### src/rtl/lphm_pkg.sv
`timescale 1ns / 1ps

package lphm_pkg;

  localparam int TABLE_SIZE_DEF = 1024;
  localparam int KEY_W          = 40;
  localparam int VAL_W          = 32;
  localparam int LIVE_W         = 11;
  localparam int LIVE_MAX       = 2047;

  localparam logic OP_ENTER = 1'b1;

  typedef enum logic [1:0] {
    S_CLEAR,
    S_IDLE,
    S_PROBE,
    S_FINISH
  } state_e;

  typedef struct packed {
    logic             used;
    logic [KEY_W-1:0] key;
    logic [VAL_W-1:0] value;
  } slot_t;

  typedef struct packed {
    logic clear;
    logic load;
    logic probe;
    logic commit;
  } ctrl_cmd_t;

  typedef struct packed {
    logic clear_done;
    logic probe_done;
  } dp_status_t;

endpackage

### src/rtl/lphm_ctrl.sv
`timescale 1ns / 1ps

module lphm_ctrl
  import lphm_pkg::*;
(
  input  logic       clk_i,
  input  logic       rst_ni,
  input  logic       in_valid_i,
  output logic       in_ready_o,
  output logic       out_valid_o,
  input  logic       out_ready_i,
  input  dp_status_t status_i,
  output ctrl_cmd_t  cmd_o
);

  state_e state_q, state_d;
  logic   out_valid_q, out_valid_d;
  logic   out_free;

  assign out_free = !out_valid_q || out_ready_i;

  always_comb begin
    state_d = state_q;
    unique case (state_q)
      S_CLEAR: begin
        if (status_i.clear_done) state_d = S_IDLE;
      end
      S_IDLE: begin
        if (in_valid_i) state_d = S_PROBE;
      end
      S_PROBE: begin
        if (status_i.probe_done) state_d = S_FINISH;
      end
      S_FINISH: begin
        if (out_free) state_d = S_IDLE;
      end
      default: state_d = S_CLEAR;
    endcase
  end

  always_comb begin
    cmd_o        = '0;
    cmd_o.clear  = (state_q == S_CLEAR);
    cmd_o.load   = (state_q == S_IDLE) && in_valid_i;
    cmd_o.probe  = (state_q == S_PROBE);
    cmd_o.commit = (state_q == S_FINISH) && out_free;
    in_ready_o   = (state_q == S_IDLE);
  end

  always_comb begin
    out_valid_d = out_valid_q;
    if (cmd_o.commit) begin
      out_valid_d = 1'b1;
    end else if (out_ready_i) begin
      out_valid_d = 1'b0;
    end
  end

  always_ff @(posedge clk_i or negedge rst_ni) begin
    if (!rst_ni) begin
      state_q     <= S_CLEAR;
      out_valid_q <= 1'b0;
    end else begin
      state_q     <= state_d;
      out_valid_q <= out_valid_d;
    end
  end

  assign out_valid_o = out_valid_q;

endmodule

### config.mk
export PLATFORM = sky130hd
export DESIGN_NAME = lphm_ctrl
export DESIGN_NICKNAME = d
export VERILOG_FILES = /design/src/rtl/lphm_pkg.sv /design/src/rtl/lphm_ctrl.sv
export SDC_FILE = /design/constraint.sdc
export NUM_CORES = 1
export LEC_CHECK = 0
export ABC_AREA = 1
export ABC_CLOCK_PERIOD_IN_PS = 1700
export BUFFER_PORTS_ARGS = -buffer_cell sky130_fd_sc_hd__clkbuf_2
export CAP_MARGIN = 20
export CORE_AREA = 2 2 39 41
export CTS_BUF_LIST = sky130_fd_sc_hd__clkbuf_4
export DETAILED_ROUTE_END_ITERATION = 10
export DIE_AREA = 0 0 41 43
export GPL_TIMING_DRIVEN = 0
export PLACE_DENSITY_LB_ADDON = 0.05
export SETUP_SLACK_MARGIN = 0.02
export SLEW_MARGIN = 20
export SYNTH_ARGS = -nofsm -noshare
export SYNTH_HDL_FRONTEND = slang
export SYNTH_SLANG_ARGS = --single-unit
### constraint.sdc
create_clock -name clk_i -period 1.7 [get_ports clk_i]
set_clock_uncertainty 0.05 [all_clocks]
set_input_delay 0.34 -clock clk_i [delete_from_list [all_inputs] [get_ports clk_i]]
set_output_delay 0.34 -clock clk_i [all_outputs]
set_load 0.03 [all_outputs]
After elaboration in Yosys (flattened, before gate mapping)
Index checks and enable logic that the tools add are counted.

Eq/ne operators: 7. Multiplexer cells: 7. Reduce and logical (&&, ||, !) cells: 7.

Operator list (count): 2-bit 2-to-1 mux (4); 2-bit inequality test (second input constant) (4); 2-bit one-hot mux with 4 select lines (1); 2-bit == test (second input constant) (2); 4-bit AND reduction (1); 2-bit by 1-bit == test with 1-bit output (second input constant) (1); 1-bit logical AND (2); 2-bit logical NOT (1); 1-bit 2-to-1 mux (2); 2-bit nonzero test (1); 1-bit logical NOT (1); 1-bit logical OR (1).

Bits in registers: 3. Bits of input ports: 6. Output and inout bits: 6. Logic and storage cells: 23.

Logic depth before layout (Yosys ltp)
Word-level depth: 4. Depth in mapped cells: 7. Mapped depth without buffers: 7.

Worst setup path before layout
OpenSTA, ideal clock, no wires.

Path kind: register -> output. Start point: register state_q[1]. End point: output cmd_o[2] (netlist name). Arrival time: 1.143 ns. Data required time: 1.310 ns. Path slack: 0.167 ns. Stages on the path, launching flop included: 5. Buffers on the path: 0. Cells stage by stage: dfrtp_1 inv_1 ha_1 nand2_1 inv_1.

RTL lines: from (decl) (RTL line lphm_ctrl.sv:16) `state_e state_q, state_d;`; from (signal assigned) (RTL line lphm_ctrl.sv:64) `state_q <= state_d;`; to (decl) (RTL line lphm_ctrl.sv:13) `output ctrl_cmd_t cmd_o`.

==> impl_results.md <==
* Post-route minimum period at 1.64 ns
* Hold crit path type: primary input to flop
* Initial DRC count at 1
* Setup WS pre-CTS at 0.254 ns
* Share of post-route cells with drive strength above 1 at 47.2%
* Total Power at 0.844 mW
* Synthesized net count at 46
* Detailed-router iteration count before antenna repair at 3
* Top post-synthesis cells by area: dfrtp_1 27%, ha_1 22%, inv_1 12%
* CP endpoint kind: output port
* Synthesis-to-layout area growth at 50.0%
* Number of library cell types mapped by synthesis at 11
* Slowest cell on crit path: dfrtp_1
* Register bit total from synthesis at 3
* R2R setup slack at 0.45 ns
* RSZ-0062 raised after global routing: true
* Max-cap violations at 0
* DIE AREA at 0.00176 mm^2
* Sink Count at 3
* IO Pins at 12
* Hold Startpoint: out_ready_i
* Largest net degree at the start of global routing at 5
* CTS root buf: clkbuf_4
* Hold Path Depth at 4
* Drt via density at 3.57
* Slew headroom at 88.4%
* Crit-path leading delay family: flip-flops
* Worst slew pin tran at 0.175 ns
* Clk slew on worst S/H paths at 0.04 ns
* Crit-path max FO at 4
* GP Congestion at 0.632
* Vias in the first global route at 177
* H-tree depth at 1
* Post-Synthesis Cells at 35
* Max-slew violations at 0
* Period utilization at 96.3%
* Design area at 420 um^2
* DRC errors left at 0
* Detail Placement HPWL at 425 um
* Mapped Area at 280 um^2
* Startpoint types: flop
* Most used cell along the critical path: inv_1
* Fin. Hold Viols at 0
* Average cell area after synthesis at 8.01 um^2
* Die boundary height at 43 um
* Fin Setup TNS at 0 ns
* Commonest cells after routing, fill and taps aside: 9 x inv_1, 9 x clkbuf_2, 8 x nand2_1
* Instance area after placement at 355 um^2
* Seq/Total Area, Yosys at 26.8%
* Core area at 0.00138 mm^2
* Final Setup Violations at 0
* Reg2reg end: state_q[0]
* Cell count along the critical path at 5
* Clock tree buffer depth at 2
* FP Rows at 14
* Crit-path cells: inv_1, ha_2, nand2_1, inv_1, clkbuf_4
* Met3 Usage GRT at 3.14%
* Met1 Use GR at 8.06%
* Initial core utilization at 20.3%
* Num CTS Buffers at 3
* Skew-Pair Late Insertion Delay at 0.23 ns
* Hold path endpoint: out_valid_o
* CTS tree: yes
* Die W at 41 um
* Cell taking the most area after synthesis: dfrtp_1
* Cell count of the worst reg-to-reg path at 6
* Static Leak at 0.266 nW
* Share of the synthesized area in the top cell type at 26.8%
* Peak VDD IR at 0.642 mV
* Diodes inserted at 0
* ANT nets after route at 0
* Most Used Layer, Global Route: met2
* Power per cell area at 2010 mW/mm^2
* Status: finished, final reports clean
* CP arrival at 1.25 ns
* Initial antenna violation count at 0
* DR vias at 246
* Layout fillers at 156
* Crit path required time at 1.31 ns
* Yosys warnings at 0
* F_max at 0.611 GHz
* Setup WS post-layout at 0.0624 ns
* Total track usage at 6.43%
* R2r startpoint: state_q[0]
* WL final at 517 um
* First-pass GRT wire length at 724 um
* Global routing usage on met2 at 8.44%
* CP Class: flop to output port
* Buffers on Ports at 11
* Sum of buffers and inverters on the critical path at 3
* Max stage delay on crit path at 0.39 ns
* Wirelength per Cell at 7.49 um
* Final Net Count at 65
* Gr ovfl total at 0
metrics by stage:
step / hold WS [ns] / utilization, % / instances
6_report: 0.321 / 30.4 / 69
5_1_grt: 0.364 / 30.4 / 69
4_1_cts: 0.319 / 28.8 / 67
3_5_place_dp: 0.0900 / 25.7 / 62
3_3_place_gp: 0.0878 / 25.7 / 62
2_1_floorplan: -0.00559 / - / 35
report_power, final:
group	internal, mW	switching [mW]
combinational	0.219	0.344
clock	0.104	0.0347
sequential	0.111	0.0306
total	0.434	0.410
layer usage:
metal / up-vias / share of wire [%]
met1: 100 / 46
met3: 0 / 7.7
li1: 138 / -
met4: 0 / 0
met2: 8 / 46
met5: - / 0
final cells by class:
class                           instances  area, um^2  area share [%]
Timing Repair Buffer                   14        85.1            20.2
Buffer                                  1        7.51            1.79
Tap cell                               16        20.0            4.76
Sequential cell                         3        75.1            17.9
Inverter                                9        33.8            8.04
Clock buffer                            4        30.0            7.14
Multi-Input combinational cell         22         169            40.2
worst register-to-register path, cell delays in order, from the launching register on:
cell and delay, ns:
dfrtp_1 0.39, buf_4 0.15, ha_2 0.19, nand2_2 0.08
nand2_4 0.06, o21bai_1 0.14, nand2_1 0.07
synth_stat cells (all sizes together):
cell type  number
nand2          12
nor2            1
dfrtp           3
a21oi           1
buf             1
ha              5
inv             9
nand3           1
o21bai          2
repair_timing:
item	4_1_cts	5_1_grt
hold endpoints to repair	3	0
hold buffers	1	0
cloned	0	0
setup endpoints to repair	2	2
setup buffers	0	2
resized for setup	1	5
worst max-delay path by stage:
| stage | start | to | slack [ns] |
|---|---|---|---|
| floorplan | state_q[1] | cmd_o[2] | 0.17 |
| global placement | state_q[0] | cmd_o[0] | 0.27 |
| detailed placement | state_q[0] | cmd_o[0] | 0.25 |
| CTS | state_q[1] | cmd_o[2] | 0.01 |
| global route | state_q[1] | cmd_o[2] | 0.01 |
| finish | state_q[1] | cmd_o[2] | 0.06 |
state kept, by name (all words and copies together), names as in the netlist:
signal	flops
state_q	2
out_valid_o	1
logic make-up (layout without fill, tap and decap cells):
family	Yosys count	count (layout)	share of synthesized area, %
flops	3	3	26.8
buf+inv	10	28	14.7
simple gates	14	14	29.0
fa+ha+maj	5	5	22.3
compound gates	3	3	7.14
(Power assumes the default switching activity.)
